[config.mk]
export PLATFORM = sky130hd
export DESIGN_NAME = string_escape_to_modified_utf8_core_flat
export DESIGN_NICKNAME = d
export VERILOG_FILES = /design/src/hw/rtl/semu8_pkg.sv /design/src/hw/rtl/semu8_ifs.sv /design/src/hw/rtl/semu8_front.sv /design/src/hw/rtl/semu8_fifo.sv /design/src/hw/rtl/semu8_back.sv /design/src/hw/rtl/string_escape_to_modified_utf8_core.sv /design/src/flat_wrapper.sv
export SDC_FILE = /design/constraint.sdc
export NUM_CORES = 1
export LEC_CHECK = 0
export ABC_AREA = 1
export ABC_CLOCK_PERIOD_IN_PS = 5820
export BUFFER_PORTS_ARGS = -buffer_cell sky130_fd_sc_hd__clkbuf_2
export CAP_MARGIN = 20
export CORE_UTILIZATION = 40
export DETAILED_ROUTE_END_ITERATION = 16
export SYNTH_ARGS = -nofsm -noshare
export SYNTH_HDL_FRONTEND = slang
export SYNTH_SLANG_ARGS = --single-unit
[constraint.sdc]
create_clock -name clk -period 5.82 [get_ports clk]
set_clock_uncertainty 0.1 [all_clocks]
set_input_delay 0.291 -clock clk [delete_from_list [all_inputs] [get_ports clk]]
set_output_delay 0.291 -clock clk [all_outputs]
set_load 0.05 [all_outputs]
[src/hw/rtl/semu8_pkg.sv]
package semu8_pkg;

    localparam int FIFO_DEPTH = 4;
    localparam int FIFO_AW    = $clog2(FIFO_DEPTH);

    localparam logic [7:0]  LEAD2     = 8'hC0;
    localparam logic [7:0]  LEAD3     = 8'hE0;
    localparam logic [7:0]  CONT      = 8'h80;
    localparam logic [15:0] MAX_ONE   = 16'h007F;
    localparam logic [15:0] MAX_TWO   = 16'h07FF;
    localparam logic [7:0]  MASK_CONT = 8'h3F;
    localparam logic [7:0]  MASK_LEAD = 8'h1F;

    // Up to two characters to encode, then optionally the end beat.
    typedef struct packed {
        logic        has_a;
        logic [15:0] char_a;
        logic        has_b;
        logic [15:0] char_b;
        logic        has_end;
        logic        bad;
    } cmd_t;

    typedef struct packed {
        logic [1:0] len;
        logic [7:0] b0;
        logic [7:0] b1;
        logic [7:0] b2;
    } enc_t;

    function automatic enc_t encode(input logic [15:0] ch);
        enc_t e;
        e = '0;
        if (ch == 16'h0000)
        begin
            e.len = 2'd2;
            e.b0  = LEAD2;
            e.b1  = CONT;
        end
        else if (ch <= MAX_ONE)
        begin
            e.len = 2'd1;
            e.b0  = ch[7:0];
        end
        else if (ch <= MAX_TWO)
        begin
            e.len = 2'd2;
            e.b0  = LEAD2 | (ch[13:6] & MASK_LEAD);
            e.b1  = CONT | (ch[7:0] & MASK_CONT);
        end
        else
        begin
            e.len = 2'd3;
            e.b0  = LEAD3 | {4'h0, ch[15:12]};
            e.b1  = CONT | (ch[13:6] & MASK_CONT);
            e.b2  = CONT | (ch[7:0] & MASK_CONT);
        end
        return e;
    endfunction

endpackage

[src/hw/rtl/semu8_ifs.sv]
interface semu8_unit_if;
    logic        valid;
    logic        ready;
    logic [15:0] code_unit;
    logic        last_unit;
    logic        end_only;

    modport source (output valid, output code_unit, output last_unit, output end_only,
                    input ready);
    modport sink   (input valid, input code_unit, input last_unit, input end_only,
                    output ready);
endinterface

interface semu8_byte_if;
    logic       valid;
    logic       ready;
    logic [7:0] out_byte;
    logic       is_end;
    logic       is_bad;
    logic       run_last;

    modport source (output valid, output out_byte, output is_end, output is_bad,
                    output run_last, input ready);
    modport sink   (input valid, input out_byte, input is_end, input is_bad,
                    input run_last, output ready);
endinterface

[src/hw/rtl/semu8_front.sv]
module semu8_front (
    input  logic                clk,
    input  logic                rst_n,
    semu8_unit_if.sink          units,
    input  logic                full,
    output logic                push,
    output semu8_pkg::cmd_t     cmd
);

    typedef enum logic [3:0] {
        PH_TEXT = 4'b0001,
        PH_ESC  = 4'b0010,
        PH_OCT2 = 4'b0100,
        PH_OCT1 = 4'b1000
    } phase_t;

    localparam logic [15:0] CU_BACKSLASH = 16'h005C;
    localparam logic [15:0] CU_QUOTE     = 16'h0022;
    localparam logic [15:0] CU_APOS      = 16'h0027;
    localparam logic [15:0] CU_LF        = 16'h000A;
    localparam logic [15:0] CU_CR        = 16'h000D;
    localparam logic [15:0] CU_B         = 16'h0062;
    localparam logic [15:0] CU_F         = 16'h0066;
    localparam logic [15:0] CU_N         = 16'h006E;
    localparam logic [15:0] CU_R         = 16'h0072;
    localparam logic [15:0] CU_T         = 16'h0074;
    localparam logic [12:0] OCT_HIGH     = 13'h0006;

    phase_t     phase_reg, phase_next;
    logic [7:0] octal_reg, octal_next;
    logic       error_reg, error_next;

    logic        accept;
    logic        take;
    logic        ends;
    logic        is_oct;
    logic [2:0]  digit;
    logic        plain;
    logic        esc_ok;
    logic [15:0] esc_char;
    logic [15:0] u;

    assign units.ready = !full;
    assign accept      = units.valid && units.ready;
    assign u           = units.code_unit;
    assign take        = accept && !units.end_only && !error_reg;
    assign ends        = accept && (units.end_only || units.last_unit);
    assign is_oct      = (u[15:3] == OCT_HIGH);
    assign digit       = u[2:0];

    always_comb
    begin
        esc_ok   = 1'b1;
        esc_char = u;
        unique case (u)
            CU_B:         esc_char = 16'h0008;
            CU_F:         esc_char = 16'h000C;
            CU_N:         esc_char = CU_LF;
            CU_R:         esc_char = CU_CR;
            CU_T:         esc_char = 16'h0009;
            CU_QUOTE,
            CU_APOS,
            CU_BACKSLASH: esc_char = u;
            default:      esc_ok   = 1'b0;
        endcase
    end

    always_comb
    begin
        phase_next = phase_reg;
        octal_next = octal_reg;
        error_next = error_reg;
        cmd        = '0;
        plain      = 1'b0;
        if (take)
        begin
            if (phase_reg == PH_OCT2 || phase_reg == PH_OCT1)
            begin
                if (is_oct)
                begin
                    octal_next = {octal_reg[4:0], digit};
                    if (phase_reg == PH_OCT2)
                    begin
                        phase_next = PH_OCT1;
                    end
                    else
                    begin
                        cmd.has_a  = 1'b1;
                        cmd.char_a = {8'h00, octal_reg[4:0], digit};
                        phase_next = PH_TEXT;
                    end
                end
                else
                begin
                    cmd.has_a  = 1'b1;
                    cmd.char_a = {8'h00, octal_reg};
                    phase_next = PH_TEXT;
                    plain      = 1'b1;
                end
            end
            else if (phase_reg == PH_ESC)
            begin
                priority if (is_oct)
                begin
                    octal_next = {5'b00000, digit};
                    phase_next = digit[2] ? PH_OCT1 : PH_OCT2;
                end
                else if (esc_ok)
                begin
                    cmd.has_a  = 1'b1;
                    cmd.char_a = esc_char;
                    phase_next = PH_TEXT;
                end
                else
                begin
                    error_next = 1'b1;
                    phase_next = PH_TEXT;
                end
            end
            else
            begin
                plain = 1'b1;
            end

            if (plain)
            begin
                priority if (u == CU_BACKSLASH)
                begin
                    phase_next = PH_ESC;
                end
                else if (u == CU_LF || u == CU_CR)
                begin
                    error_next = 1'b1;
                end
                else
                begin
                    cmd.has_b  = 1'b1;
                    cmd.char_b = u;
                end
            end
        end

        if (ends)
        begin
            if (!error_next)
            begin
                if (phase_next == PH_OCT2 || phase_next == PH_OCT1)
                begin
                    cmd.has_a  = 1'b1;
                    cmd.char_a = {8'h00, octal_next};
                end
                else if (phase_next == PH_ESC)
                begin
                    error_next = 1'b1;
                end
            end
            cmd.has_end = 1'b1;
            cmd.bad     = error_next;
            phase_next  = PH_TEXT;
            octal_next  = 8'h00;
            error_next  = 1'b0;
        end
    end

    assign push = accept && (cmd.has_a || cmd.has_b || cmd.has_end);

    always_ff @(posedge clk or negedge rst_n)
    begin
        if (!rst_n)
        begin
            phase_reg <= PH_TEXT;
            octal_reg <= 8'h00;
            error_reg <= 1'b0;
        end
        else
        begin
            phase_reg <= phase_next;
            octal_reg <= octal_next;
            error_reg <= error_next;
        end
    end

endmodule

[src/hw/rtl/semu8_fifo.sv]
module semu8_fifo (
    input  logic            clk,
    input  logic            rst_n,
    input  logic            push,
    input  semu8_pkg::cmd_t push_cmd,
    input  logic            pop,
    output semu8_pkg::cmd_t head,
    output logic            empty,
    output logic            full
);

    semu8_pkg::cmd_t                mem_reg [semu8_pkg::FIFO_DEPTH];
    logic [semu8_pkg::FIFO_AW-1:0]  wr_reg, wr_next;
    logic [semu8_pkg::FIFO_AW-1:0]  rd_reg, rd_next;
    logic [semu8_pkg::FIFO_AW:0]    count_reg, count_next;

    assign empty = (count_reg == '0);
    assign full  = (count_reg == (semu8_pkg::FIFO_AW+1)'(semu8_pkg::FIFO_DEPTH));
    assign head  = mem_reg[rd_reg];

    always_comb
    begin
        wr_next    = push ? wr_reg + 1'b1 : wr_reg;
        rd_next    = pop ? rd_reg + 1'b1 : rd_reg;
        count_next = count_reg + {{semu8_pkg::FIFO_AW{1'b0}}, push}
                               - {{semu8_pkg::FIFO_AW{1'b0}}, pop};
    end

    always_ff @(posedge clk)
    begin
        if (push)
        begin
            mem_reg[wr_reg] <= push_cmd;
        end
    end

    always_ff @(posedge clk or negedge rst_n)
    begin
        if (!rst_n)
        begin
            wr_reg    <= '0;
            rd_reg    <= '0;
            count_reg <= '0;
        end
        else
        begin
            wr_reg    <= wr_next;
            rd_reg    <= rd_next;
            count_reg <= count_next;
        end
    end

endmodule

[src/hw/rtl/semu8_back.sv]
module semu8_back (
    input  logic            clk,
    input  logic            rst_n,
    input  semu8_pkg::cmd_t head,
    input  logic            empty,
    output logic            pop,
    semu8_byte_if.source    bytes
);

    semu8_pkg::enc_t enc_a, enc_b;
    logic [1:0] len_a, len_b;
    logic [2:0] sum_ab, total;
    logic [2:0] idx_reg, idx_next;
    logic [2:0] off_b;
    logic       load;
    logic       at_last;
    logic [7:0] sel_byte;
    logic       sel_end;

    logic       valid_reg, valid_next;
    logic [7:0] byte_reg, byte_next;
    logic       end_reg, end_next;
    logic       bad_reg, bad_next;
    logic       last_reg, last_next;

    function automatic logic [7:0] pick(input semu8_pkg::enc_t e, input logic [1:0] i);
        logic [7:0] b;
        unique case (i)
            2'd0:    b = e.b0;
            2'd1:    b = e.b1;
            default: b = e.b2;
        endcase
        return b;
    endfunction

    assign enc_a   = semu8_pkg::encode(head.char_a);
    assign enc_b   = semu8_pkg::encode(head.char_b);
    assign len_a   = head.has_a ? enc_a.len : 2'd0;
    assign len_b   = head.has_b ? enc_b.len : 2'd0;
    assign sum_ab  = {1'b0, len_a} + {1'b0, len_b};
    assign total   = sum_ab + {2'b00, head.has_end};
    assign off_b   = idx_reg - {1'b0, len_a};
    assign at_last = ((idx_reg + 3'd1) == total);
    assign load    = !empty && (!valid_reg || bytes.ready);
    assign pop     = load && at_last;

    always_comb
    begin
        sel_end = 1'b0;
        priority if (idx_reg < {1'b0, len_a})
        begin
            sel_byte = pick(enc_a, idx_reg[1:0]);
        end
        else if (idx_reg < sum_ab)
        begin
            sel_byte = pick(enc_b, off_b[1:0]);
        end
        else
        begin
            sel_byte = 8'h00;
            sel_end  = 1'b1;
        end
    end

    always_comb
    begin
        idx_next   = idx_reg;
        valid_next = valid_reg;
        byte_next  = byte_reg;
        end_next   = end_reg;
        bad_next   = bad_reg;
        last_next  = last_reg;
        if (bytes.ready)
        begin
            valid_next = 1'b0;
        end
        if (load)
        begin
            valid_next = 1'b1;
            byte_next  = sel_byte;
            end_next   = sel_end;
            bad_next   = sel_end && head.bad;
            last_next  = at_last;
            idx_next   = at_last ? 3'd0 : idx_reg + 3'd1;
        end
    end

    always_ff @(posedge clk)
    begin
        byte_reg <= byte_next;
        end_reg  <= end_next;
        bad_reg  <= bad_next;
        last_reg <= last_next;
    end

    always_ff @(posedge clk or negedge rst_n)
    begin
        if (!rst_n)
        begin
            valid_reg <= 1'b0;
            idx_reg   <= 3'd0;
        end
        else
        begin
            valid_reg <= valid_next;
            idx_reg   <= idx_next;
        end
    end

    assign bytes.valid    = valid_reg;
    assign bytes.out_byte = byte_reg;
    assign bytes.is_end   = end_reg;
    assign bytes.is_bad   = bad_reg;
    assign bytes.run_last = last_reg;

endmodule

[src/hw/rtl/string_escape_to_modified_utf8_core.sv]
// Path: an accepted beat is written into the command queue, then from the queue head into
// the output register. Throughput: one unit beat per cycle into a four-entry command queue
// while not full; the byte sequencer sends one result per cycle unless the output stalls;
// a character gives one to three bytes and a command at most six. Reset: rst_n clears the
// escape state, queue pointers and output valid at once; the block is ready out of reset.
module string_escape_to_modified_utf8_core (
    input  logic         clk,
    input  logic         rst_n,
    semu8_unit_if.sink   units,
    semu8_byte_if.source bytes
);

    semu8_pkg::cmd_t push_cmd;
    semu8_pkg::cmd_t head;
    logic            push;
    logic            pop;
    logic            empty;
    logic            full;

    semu8_front u_front (
        .clk   (clk),
        .rst_n (rst_n),
        .units (units),
        .full  (full),
        .push  (push),
        .cmd   (push_cmd)
    );

    semu8_fifo u_fifo (
        .clk      (clk),
        .rst_n    (rst_n),
        .push     (push),
        .push_cmd (push_cmd),
        .pop      (pop),
        .head     (head),
        .empty    (empty),
        .full     (full)
    );

    semu8_back u_back (
        .clk   (clk),
        .rst_n (rst_n),
        .head  (head),
        .empty (empty),
        .pop   (pop),
        .bytes (bytes)
    );

endmodule
[src/flat_wrapper.sv]
// flat-port wrapper written by rule: the top's interface ports become plain ports
module string_escape_to_modified_utf8_core_flat 
  (clk, rst_n, units_valid, units_code_unit, units_last_unit, units_end_only, units_ready, bytes_valid, bytes_out_byte, bytes_is_end, bytes_is_bad, bytes_run_last, bytes_ready);
  semu8_unit_if units_i ();
  semu8_byte_if bytes_i ();
  input  logic clk;
  input  logic rst_n;
  input wire logic [$bits(units_i.valid)-1:0] units_valid;
  input wire logic [$bits(units_i.code_unit)-1:0] units_code_unit;
  input wire logic [$bits(units_i.last_unit)-1:0] units_last_unit;
  input wire logic [$bits(units_i.end_only)-1:0] units_end_only;
  output wire logic [$bits(units_i.ready)-1:0] units_ready;
  output wire logic [$bits(bytes_i.valid)-1:0] bytes_valid;
  output wire logic [$bits(bytes_i.out_byte)-1:0] bytes_out_byte;
  output wire logic [$bits(bytes_i.is_end)-1:0] bytes_is_end;
  output wire logic [$bits(bytes_i.is_bad)-1:0] bytes_is_bad;
  output wire logic [$bits(bytes_i.run_last)-1:0] bytes_run_last;
  input wire logic [$bits(bytes_i.ready)-1:0] bytes_ready;
  assign units_i.valid = units_valid;
  assign units_i.code_unit = units_code_unit;
  assign units_i.last_unit = units_last_unit;
  assign units_i.end_only = units_end_only;
  assign units_ready = units_i.ready;
  assign bytes_valid = bytes_i.valid;
  assign bytes_out_byte = bytes_i.out_byte;
  assign bytes_is_end = bytes_i.is_end;
  assign bytes_is_bad = bytes_i.is_bad;
  assign bytes_run_last = bytes_i.run_last;
  assign bytes_i.ready = bytes_ready;
  string_escape_to_modified_utf8_core u_core (.clk(clk), .rst_n(rst_n), .units(units_i), .bytes(bytes_i));
endmodule
# After elaboration in Yosys (flattened, before gate mapping)
# Memory sizes are Yosys's and may differ from the RTL's.
# Index checks and enable logic that the tools add are counted.
[word_totals] output_inout_bits=13 ff_bits=35 memories=1 ramBits=144 elab_cells=148
[op_classes] eq_ne=21 addsub=8 mux=73 n_reduce_logical=27 n_lt_le_gt_ge=6
[memory_table] name="u_core.u_fifo.mem_reg" depth=4 width=36 rd=1 rd_ports_with_merged_regs=0 wr=1 line_no="semu8_fifo.sv:12" source="semu8_pkg::cmd_t mem_reg [semu8_pkg::FIFO_DEPTH];"
[ops] operator="$mux W17" n=14
[ops] operator="$eq A16 B7 Y1 const B" n=6
[ops] operator="$mux W8" n=12
[ops] operator="$pmux W16 S5" n=1
[ops] operator="$mux W4" n=10
[ops] operator="$mux W18" n=2
[ops] operator="$mux W34" n=1
[ops] operator="$eq A16 B4 Y1 const B" n=2
[ops] operator="$eq A16 B6 Y1 const B" n=2
[ops] operator="$le A16 B11 Y1 const B" n=2
[ops] operator="$le A16 B7 Y1 const B" n=2
[ops] operator="$logic_not A16 Y1" n=2
[ops] operator="$mux W16" n=2
[ops] operator="$pmux W8 S2" n=2
[ops] operator="$mux W1" n=23
[ops] operator="$mux W10" n=2
[ops] operator="$eq A13 B3 Y1 const B" n=1
[ops] operator="$eq A4 B2 Y1 const B" n=2
[ops] operator="$eq A4 B3 Y1 const B" n=2
[ops] operator="$eq A4 B4 Y1 const B" n=2
[ops] operator="$logic_and A1 B1 Y1" n=8
[ops] operator="$reduce_or A8 Y1" n=1
[ops] operator="$logic_or A1 B1 Y1" n=7
[ops] operator="$add A3 B1 Y3" n=2
[ops] operator="other kinds (16)" n=25

# Longest topological paths before layout
# Gate-level depths: netlist (run 1).
[depth] word_depth=18 depth_mapped=28 ltp_nobuf=26

# Hierarchy
# From an unflattened synthesis (run 1), not the netlist that was laid out.
[unflattened] hier_cells=1198 hier_area_um2=10005.8
[by_module_without_submodules] mod="semu8_fifo" cells_each=609 area_per_inst_um2=6482.5 seq_area_each_um2=4499.3 instances=1
[by_module_without_submodules] mod="semu8_front" cells_each=332 area_per_inst_um2=1784.2 seq_area_each_um2=326.6 instances=1
[by_module_without_submodules] mod="semu8_back" cells_each=257 area_per_inst_um2=1739.2 seq_area_each_um2=430.4 instances=1

# Worst setup path before layout (run 1)
# No wires, ideal clock.
[synth_timing] path_type="register -> register" from="reg u_core.u_fifo.rd_reg[1] in the netlist's numbering" to="reg u_core.u_fifo.count_reg[2] in the netlist's numbering" path_stages_with_launch=27 synth_period_minus_slack_ps=4443 required_time_ps=5591 slack_ps=1377 t_arrival_ps=4214 cell_sequence="dfrtp_1 buf_2 inv_1 buf_6 buf_4 nand3_1 nand2_1 nand2_1 nor2_4 inv_1 nor2_2 inv_1 nor2_1 nor2_1 fa_1 ha_1 xor2_1 a21oi_1 nand2_1 nor2_1 ha_1 inv_1 ha_1 inv_1 fa_1 xnor2_1 xor2_1"
[synth_between] elab_chain_len=11
[synth_lines] element="start, declared" line_no="semu8_fifo.sv:14" source="logic [semu8_pkg::FIFO_AW-1:0] rd_reg, rd_next;"
[synth_lines] element="start signal, assigned" line_no="semu8_fifo.sv:48" source="rd_reg <= rd_next;"
[synth_lines] element="$mem_v2 Z4 W36 *"
[synth_lines] element="$le A16 B11 Y1" line_no="semu8_pkg.sv:45" source="else if (ch <= MAX_TWO)"
[synth_lines] element="$mux W17" line_no="semu8_pkg.sv:45"
[synth_lines] element="$mux W10" line_no="semu8_pkg.sv:40" source="else if (ch <= MAX_ONE)"
[synth_lines] element="$mux W18" line_no="semu8_pkg.sv:34" source="if (ch == 16'h0000)"
[synth_lines] element="$mux W2, on equally long branches" line_no="semu8_back.sv:38, semu8_back.sv:39"
[synth_lines] element="$add A2 B2 Y3" line_no="semu8_back.sv:40" source="assign sum_ab = {1'b0, len_a} + {1'b0, len_b};"
[synth_lines] element="$add A3 B1 Y3 *" line_no="semu8_back.sv:41" source="assign total = sum_ab + {2'b00, head.has_end};"
[synth_lines] element="$eq A3 B3 Y1 *" line_no="semu8_back.sv:43" source="assign at_last = ((idx_reg + 3'd1) == total);"
[synth_lines] element="$logic_and A1 B1 Y1 *" line_no="semu8_back.sv:45" source="assign pop = load && at_last;"
[synth_lines] element="net u_core.pop" line_no="string_escape_to_modified_utf8_core.sv:16" source="logic pop;"
[synth_lines] element="$sub A3 B1 Y3 *" line_no="semu8_fifo.sv:26" source="- {{semu8_pkg::FIFO_AW{1'b0}}, pop};"
[synth_lines] element="net u_core.u_fifo.count_next, one bit" line_no="semu8_fifo.sv:15" source="logic [semu8_pkg::FIFO_AW:0] count_reg, count_next;"
[synth_lines] element="end signal, assigned" line_no="semu8_fifo.sv:49" source="count_reg <= count_next;"
[synth_lines] element="end, declared" line_no="semu8_fifo.sv:15"
# Mark *: on every way through the listed nets, which the timed path passes. The rest lies on a longest branch.
# A chain may end at the register's enable or synchronous reset.

# Worst setup path after layout (run 1)
[layout_timing] from="reg u_core.u_fifo.rd_reg[0] in the netlist's numbering" to="reg u_core.u_fifo.count_reg[2] in the netlist's numbering"
# The elaborated chain is that of the path after synthesis.

==> metrics.csv, run 1 <==
metric,value,unit
status,"finished, violations left",
violated checks,DRC,
Final setup viols,0,
switching pwr,2.57,mW
CP top delay family,adder cells,
Setup Crit Path Kind,reg -> reg,
wire length per cell,16.4,um
crit path max fanout,30,
Setup Buffers After CTS,0,
Die Width,153,um
"leading cell types in the layout, fill and taps excluded","291 x nand2_1, 155 x edfxtp_1, 107 x nand3_1",
Peak VDD IR,0.206,mV
H-tree Lvls,4,
post-route minimum period,5.04,ns
cell count after synthesis,971,
DR vias,6816,
clock share of power,0.196,
Post-Syn Area,9080,um2
final core utilization,0.467,
Total Routing Usage GR,0.197,
DRT antenna net count,0,
number of global-route vias before repair,6429,
RSZ-0062 raised after global routing,false,
Comb power frac,0.480,
"Warnings, synthesis",0,
clk root buf,clkbuf_16,
vias per cell,5.09,
deepest clock path buffer count,2,
"most common cell after layout, fill and taps aside",nand2_1,
synth top area cells,"edfxtp_1 51%, nand2_1 12%, dfrtp_1 6.3%, nand3_1 5.9%, nor2_1 3.7%",
critical path's slowest cell,fa_1,
maxcap violations,0,
Port Buffers,34,
Post-synth EDFFs,155,
Clock Sinks,179,
post-synthesis sequential area ratio,0.579,
layout cells sized above 1,0.115,
first-pass GRT wire length,35100,um
filler instances,2124,
largest net degree at the start of global routing,47,
Min Hold Slack,0.146,ns
clk_lat worst skew,0.43,ns
Min-Delay Path Class,in -> reg,
pwr/cell area,562,nW/um2
max reg flops,144,
part of the cycle the worst path needs,0.865,
core area,22000,um2
ant diodes,0,
"Hold Vio Cnt, Final",0,
switch share,0.445,
startpoint type of the worst setup path,flop,
DR pass1 iterations,13,
nets@finish,1085,
num ports,35,
Cell variety after synth,53,
Syn Area/Cell,9.35,um2
Worst EP arrival,5.28,ns
area of the multi-input gates,3430,um2
Int Pwr,3.21,mW
total power,5.77,mW
Area Growth Syn to Fin,13.2,%
CP peak stage delay,0.49,ns
CTS Buf Count,17,
total congestion overflow,0,
Worst EP required,6.07,ns
gpl congestion,0.876,
initial DRC count,516,
post-synth top area cell,edfxtp_1,
relative slew slack,0.508,
ys flop type,edfxtp_1,
Clock Pin Slew Worst Setup and Hold Paths,0.07,ns
Seq pwr share,0.324,
register bit total from synthesis,179,
initial antenna violation count,1,
static leakage,4.38,nW
Final TNS setup,0,ns
WP buf/inv,6,
Die Height,153,um
post-synth top area share,0.513,
DRC Markers,1,
Worst Tran Pin Value,0.737,ns
WL final,22000,um
HPWL after detailed placement,15000,um
# rows,54,
fmax,199,MHz
die area,23300,um2
CTS tree,done,
CP endpoint kind,flop,
fin. max-slew vios,0,
storage element area,5260,um2
fraction of registers with async set/reset,0.134,
Initial Utilization,0.412,
## tightest hold or removal path, cell delays in order
cell	delay (ns)
clkbuf_2	0.09
nand2_1	0.06
nor2_1	0.07
## what timing repair did
| item | 4_1_cts | 5_1_grt |
|---|---|---|
| resized for setup | 0 | 0 |
| endpoints found under the hold margin | 24 | 0 |
| hold buffers | 2 | 0 |
## cells in the mapped netlist (5+ instances only)
library cell / n
o22ai_1: 12
xor2_1: 5
nor2_2: 6
nor2_1: 90
edfxtp_1: 155
o21ai_0: 34
nand2_1: 291
buf_2: 13
inv_2: 5
nor3_1: 7
dfrtp_1: 23
ha_1: 14
nand3_1: 107
inv_1: 88
a21oi_1: 27
nand2_2: 11
nand4_1: 10
buf_4: 7
## layout make-up
cell class	instances	area share
Sequential cell	179	0.512
Timing Repair Buffer	51	0.0295
Multi-Input combinational cell	703	0.334
Clock inverter	9	0.00779
Clock buffer	23	0.0487
Tap cell	280	0.0341
Inverter	95	0.0348
## power groups by stage
stage | Sequential [mW] | Clock [mW] | Combinational (mW)
2_1_floorplan | 2.03 | 0 | 1.90
3_3_place_gp | 1.90 | 0 | 2.75
3_5_place_dp | 1.90 | 0 | 2.76
4_1_cts | 1.88 | 1.16 | 2.78
5_1_grt | 1.90 | 1.21 | 3.12
6_report | 1.87 | 1.13 | 2.77
## stage by stage
step | worst slack, ns | instance area (um2) | instances
2_1_floorplan | 1.38 | 9190 | 1002
3_3_place_gp | 0.837 | 9680 | 1306
6_report | 0.783 | 10300 | 1340
5_1_grt | 0.234 | 10300 | 1340
3_5_place_dp | 0.742 | 9680 | 1306
4_1_cts | 0.720 | 10300 | 1340
## per-layer routing
metal	vias to the layer above	GRT usage	routed length, um
met2	200	0.312	10200
met5	-	0	0
li1	3400	-	-
met1	3188	0.271	10400
met3	28	0.0395	1110
met4	0	0.0669	347
## final timing paths
kind / startpoint / endpoint / slack (ns) / cells after the start
max in group asynchronous: rst_n / u_core.u_fifo.rd_reg[0] / 4.75 / 2
min in group asynchronous: rst_n / u_core.u_front.phase_reg[2] / 0.34 / 2
max: u_core.u_fifo.rd_reg[0] / u_core.u_fifo.count_reg[2] / 0.78 / 25
min: units_code_unit[14] / u_core.u_fifo.mem_reg[1][16] / 0.15 / 3
max reg2reg: u_core.u_fifo.rd_reg[0] / u_core.u_fifo.count_reg[2] / 0.78 / 25
min reg2reg: u_core.u_fifo.wr_reg[0] / u_core.u_fifo.wr_reg[0] / 0.44 / 1
## logic make-up after synthesis
group	share of synthesized area
xor gates and xnor gates	0.00868
buffers and inverters	0.0561
muxes	0.00110
AOI/OAI and AO/OA	0.0626
DFF	0.579
adders and majority gates	0.0237
other	0.000413
and+or+nand+nor	0.268
(Power assumes the default switching activity.)
==> inputs of run 2 (changes only) <==
Settings changed: ABC_CLOCK_PERIOD_IN_PS 5820 to 6490.
Clock period 5.82 ns to 6.49 ns, I/O delays scaled along.
==> metrics.csv, run 2 (synthesis gave the netlist of run 1 again) <==
metric,value,unit
HPWL after detailed placement,15000,um
critical path's slowest cell,fa_1,
Placed Cells incl. Taps,1302,
CP peak stage delay,0.49,ns
clk root buf,clkbuf_16,
wire length per cell,16.4,um
Worst EP required,6.74,ns
clk_lat worst skew,0.43,ns
max reg flops,144,
Critical Path Stages,24,
"most common cell after layout, fill and taps aside",nand2_1,
DR pass1 iterations,13,
violated checks,DRC,
Non-Filler Instances,1335,
Initial Utilization,0.412,
layout cells sized above 1,0.112,
most numerous cell on the critical path,inv_1,
RSZ-0062 raised after global routing,false,
num ports,35,
post-route minimum period,5.16,ns
Setup Crit Path Kind,reg -> reg,
initial antenna violation count,0,
critical-path cell list,buf_4 -> nand2_1 -> nand3_1 -> nand2_1 -> nand3_2 -> nor2_4 -> inv_1 -> nor2_2 -> inv_1 -> nor2_1 -> nor2_1 -> fa_1 -> ha_1 -> xor2_1 -> a21oi_1 -> nand2_1 -> nor2_1 -> ha_1 -> inv_1 -> ha_1 -> inv_1 -> fa_1 -> xnor2_1 -> xor2_1,
DR vias,6861,
first-pass GRT wire length,35500,um
total congestion overflow,0,
Die Height,153,um
"Hold Vio Cnt, Final",0,
Final setup viols,0,
WL final,21900,um
Worst Tran Pin Value,0.977,ns
DRC Markers,2,
status,"finished, violations left",
Peak VDD IR,0.257,mV
H-tree Lvls,4,
nets@finish,1081,
core area,22000,um2
deepest clock path buffer count,2,
CTS Buf Count,17,
Die Width,153,um
hold path cells,3,
startpoint type of the worst setup path,flop,
Min-Delay Path Class,in -> reg,
WP buf/inv,5,
switch share,0.434,
fin. max-slew vios,0,
Seq pwr share,0.323,
fmax,194,MHz
Comb power frac,0.470,
"Worst Setup Slack, final",1.33,ns
Worst EP arrival,5.40,ns
initial DRC count,526,
CP endpoint kind,flop,
Area Growth Syn to Fin,13.2,%
Total Routing Usage GR,0.197,
number of global-route vias before repair,6511,
DRT antenna net count,0,
Clock Sinks,179,
switching pwr,2.26,mW
Setup Buffers After CTS,0,
static leakage,4.37,nW
die area,23300,um2
CP top delay family,simple AND/OR/NAND/NOR gates,
final core utilization,0.467,
post-cts resize count,0,
"leading cell types in the layout, fill and taps excluded","291 x nand2_1, 155 x edfxtp_1, 107 x nand3_1",
pwr/cell area,507,nW/um2
# rows,54,
ant diodes,0,
Int Pwr,2.95,mW
CTS tree,done,
Clock Pin Slew Worst Setup and Hold Paths,0.07,ns
largest net degree at the start of global routing,76,
clock share of power,0.207,
part of the cycle the worst path needs,0.794,
Register-to-Register Path Depth,24,
Min Hold Slack,0.196,ns
vias per cell,5.14,
crit path max fanout,75,
maxcap violations,0,
Final TNS setup,0,ns
Port Buffers,34,
relative slew slack,0.348,
Place WS,1.34,ns
gpl congestion,0.872,
==> run 2: changes by cell type in the layout (fill, tap and decap cells not counted) <==
cell,delta
clkinv_1,+1
bufinv_16,+4
clkinvlp_4,+1
clkinv_2,+3
clkbuf_16,-2
buf_4,-4
inv_6,-5
clkbuf_1,-2
clkbuf_8,-1
==> run 2: power by group through the flow <==
| stage | Combinational (mW) | Sequential [mW] | Clock [mW] |
|---|---|---|---|
| after floorplan | 1.70 | 1.82 | 0 |
| after global placement | 2.42 | 1.70 | 0 |
| after detailed placement | 2.43 | 1.71 | 0 |
| after CTS | 2.45 | 1.68 | 1.10 |
| after global routing | 2.76 | 1.70 | 1.15 |
| final | 2.45 | 1.68 | 1.08 |
==> run 2: final timing paths <==
kind	start	to	slack, ns
setup / recovery	u_core.u_fifo.rd_reg[0]	u_core.u_fifo.count_reg[2]	1.33
hold / removal	units_code_unit[13]	u_core.u_fifo.mem_reg[1][15]	0.20
setup reg to reg	u_core.u_fifo.rd_reg[0]	u_core.u_fifo.count_reg[2]	1.33
hold reg to reg	u_core.u_fifo.wr_reg[0]	u_core.u_fifo.wr_reg[0]	0.43
max in group asynchronous	rst_n	u_core.u_fifo.rd_reg[0]	5.41
min in group asynchronous	rst_n	u_core.u_front.phase_reg[2]	0.37
==> run 2: worst min-delay path: cells and delay by family <==
| family | cells | cell delay, ns |
|---|---|---|
| buffers and inverters | 2 | 0.14 |
| AND/OR/NAND/NOR | 1 | 0.08 |
==> run 2: layout make-up <==
type | count | area [um2]
clock buffers | 18 | 429
inverters | 95 | 358
clock inverters | 13 | 183
well taps | 280 | 350
repair buffers | 47 | 273
fillers | 2125 | 11700
flip-flops and latches | 179 | 5260
multi-input cells | 703 | 3430
==> run 2: metal layers <==
metal  track usage  part of all wire  up-vias
met1         0.276              0.48     3236
met3        0.0401             0.049       26
met5             0                 0        -
met2         0.301              0.45      217
met4        0.0722             0.019        0
li1              -                 -     3382
==> run 2: timing repair <==
action                     4_1_cts  5_1_grt
setup endpoints to repair        0        0
hold buffers                     2        0
hold endpoints to repair        24        0
==> run 2: per-stage QoR <==
stage          total power [mW]  area, um2
6_report                   5.21      10300
5_1_grt                    5.61      10300
4_1_cts                    5.23      10300
3_5_place_dp               4.14       9650
3_3_place_gp               4.12       9650
2_1_floorplan              3.53       9190
==> inputs of run 3 (changes only) <==
Settings changed: ABC_AREA 1 to 0, ABC_CLOCK_PERIOD_IN_PS 6490 to 5000.
Clock period 6.49 ns to 5 ns, I/O delays scaled along.
==> metrics.csv, run 3 <==
metric,value,unit
status,"finished, final reports clean",
total congestion overflow,0,
nets@finish,791,
DRC Markers,0,
WL final,21100,um
Int Pwr,4.20,mW
die area,22500,um2
vias per cell,5.70,
Post-synth EDFFs,155,
total power,6.88,mW
Setup Crit Path Kind,reg -> reg,
HPWL after detailed placement,14700,um
Peak VDD IR,0.283,mV
Final setup viols,0,
DRT antenna net count,0,
# rows,53,
filler instances,1790,
most frequent cells after synthesis,"155 x edfxtp_1, 46 x nor2_1, 44 x nand2_1",
Clock Pin Slew Worst Setup and Hold Paths,0.07,ns
largest net degree at the start of global routing,37,
Comb power frac,0.495,
"leading cell types in the layout, fill and taps excluded","155 x edfxtp_1, 58 x buf_4, 46 x nor2_1",
fmax,204,MHz
Die Height,150,um
cell count after synthesis,629,
switching pwr,2.68,mW
DR pass1 iterations,5,
register bit total from synthesis,179,
CTS Buf Count,17,
clock share of power,0.196,
startpoint type of the worst setup path,flop,
post-route minimum period,4.91,ns
Area Growth Syn to Fin,19.6,%
CP endpoint kind,flop,
Clock Sinks,179,
Worst EP required,5.22,ns
"Hold Vio Cnt, Final",0,
wire length per cell,20.3,um
Total Routing Usage GR,0.197,
"count leader, synth",edfxtp_1,
initial antenna violation count,1,
core area,21300,um2
max reg flops,144,
fin. max-slew vios,0,
H-tree Lvls,4,
post-synth top area cell,edfxtp_1,
"Warnings, synthesis",0,
deepest clock path buffer count,2,
fraction of registers with async set/reset,0.134,
Min-Delay Path Class,in -> reg,
pwr/cell area,656,nW/um2
maxcap violations,0,
"most common cell after layout, fill and taps aside",edfxtp_1,
part of the cycle the worst path needs,0.981,
gpl congestion,0.921,
post-synthesis sequential area ratio,0.600,
Worst Tran Pin Value,0.825,ns
clk_lat worst skew,0.43,ns
layout cells sized above 1,0.260,
DR vias,5935,
Port Buffers,34,
first-pass GRT wire length,32600,um
RSZ-0062 raised after global routing,true,
synth top area cells,"edfxtp_1 53%, mux4_2 8.0%, dfrtp_1 6.6%, ha_1 2.0%, nor2_1 2.0%",
number of global-route vias before repair,5922,
static leakage,3.92,nW
switch share,0.389,
CTS tree,done,
Cell variety after synth,79,
ant diodes,0,
ys flop type,edfxtp_1,
Post-Syn Area,8770,um2
crit path max fanout,7,
Seq pwr share,0.309,
clk root buf,clkbuf_16,
relative slew slack,0.446,
worst reg2reg setup slack,0.09,ns
num ports,35,
Min Hold Slack,0.104,ns
Worst EP arrival,5.12,ns
initial DRC count,597,
Die Width,150,um
post-synth top area share,0.531,
Syn Area/Cell,13.9,um2
Initial Utilization,0.412,
## run 3: timing repair
action | 4_1_cts | 5_1_grt
gates cloned | 0 | 1
hold endpoints to repair | 24 | 0
setup endpoints to repair | 1 | 2
hold buffers | 2 | 0
setup buffers | 2 | 7
gates resized for setup | 0 | 19
pin swaps | 1 | 5
## run 3: through the flow
step	area (um2)	setup WS, ns	util	TNS [ns]	std cells
final	10500	0.0949	0.493	0	1041
after global routing	10500	-0.131	0.493	-0.154	1041
after CTS	10300	0.0304	0.486	0	1033
after detailed placement	9680	-0.0681	0.455	-0.0681	997
after global placement	9680	-0.0349	0.455	-0.0349	997
after floorplan	8890	-0.0537	-	-0.0537	660
## run 3: worst paths after layout
path,from,to,cells past startpoint
setup reg to reg,u_core.u_fifo.rd_reg[0],u_core.u_fifo.count_reg[2],17
hold / removal,units_code_unit[13],u_core.u_fifo.mem_reg[0][15],2
max in group asynchronous,rst_n,u_core.u_fifo.rd_reg[0],2
min in group asynchronous,rst_n,u_core.u_front.error_reg,2
hold reg to reg,u_core.u_back.bytes.valid,u_core.u_back.bytes.valid,2
setup / recovery,u_core.u_fifo.rd_reg[0],u_core.u_fifo.count_reg[2],17
## run 3: cell type report
class	instances	area [um2]	area share
Clock inverter	14	175	0.0167
Sequential cell	179	5260	0.501
Tap cell	275	344	0.0328
Multi-Input combinational cell	428	3430	0.327
Inverter	27	101	0.00966
Timing Repair Buffer	100	751	0.0716
Clock buffer	18	429	0.0409
## run 3: logic make-up after synthesis
family | Yosys count | synth area share
adder cells (fa/ha/maj) | 16 | 0.0245
AND/OR/NAND/NOR | 186 | 0.114
other | 1 | 0.000428
flip-flops | 179 | 0.600
buffers and inverters | 53 | 0.0277
XOR/XNOR | 15 | 0.0150
multiplexers | 52 | 0.111
AO/OA/AOI/OAI | 127 | 0.108
## run 3: per-layer routing
metal  up-vias  routed length, um  global-route usage
met3        36               1200              0.0424
met2       244              10600               0.331
met5         -                  0                   0
met4         0                439              0.0727
met1      2949               8950               0.249
li1       2706                  -                   -
## run 3: power groups by stage
stage / Clock [mW] / Combinational (mW) / Sequential, mW
2_1_floorplan: 0 / 2.03 / 2.28
4_1_cts: 1.38 / 3.25 / 2.13
3_3_place_gp: 0 / 3.16 / 2.16
5_1_grt: 1.44 / 3.70 / 2.15
6_report: 1.35 / 3.41 / 2.13
3_5_place_dp: 0 / 3.20 / 2.17
## run 3: critical path, stage by stage, from the launching register on
cell and delay [ns]:
dfrtp_2 0.39, buf_12 0.14, mux4_2 0.51, or4_4 0.56, or3_4 0.41, and2_4 0.17
fa_1 0.54, ha_2 0.18, xor2_1 0.18, xnor2_1 0.12, nor4_2 0.33, ha_1 0.27
inv_1 0.05, ha_1 0.14, inv_1 0.06, fa_2 0.35, xnor2_2 0.14, xnor2_1 0.12
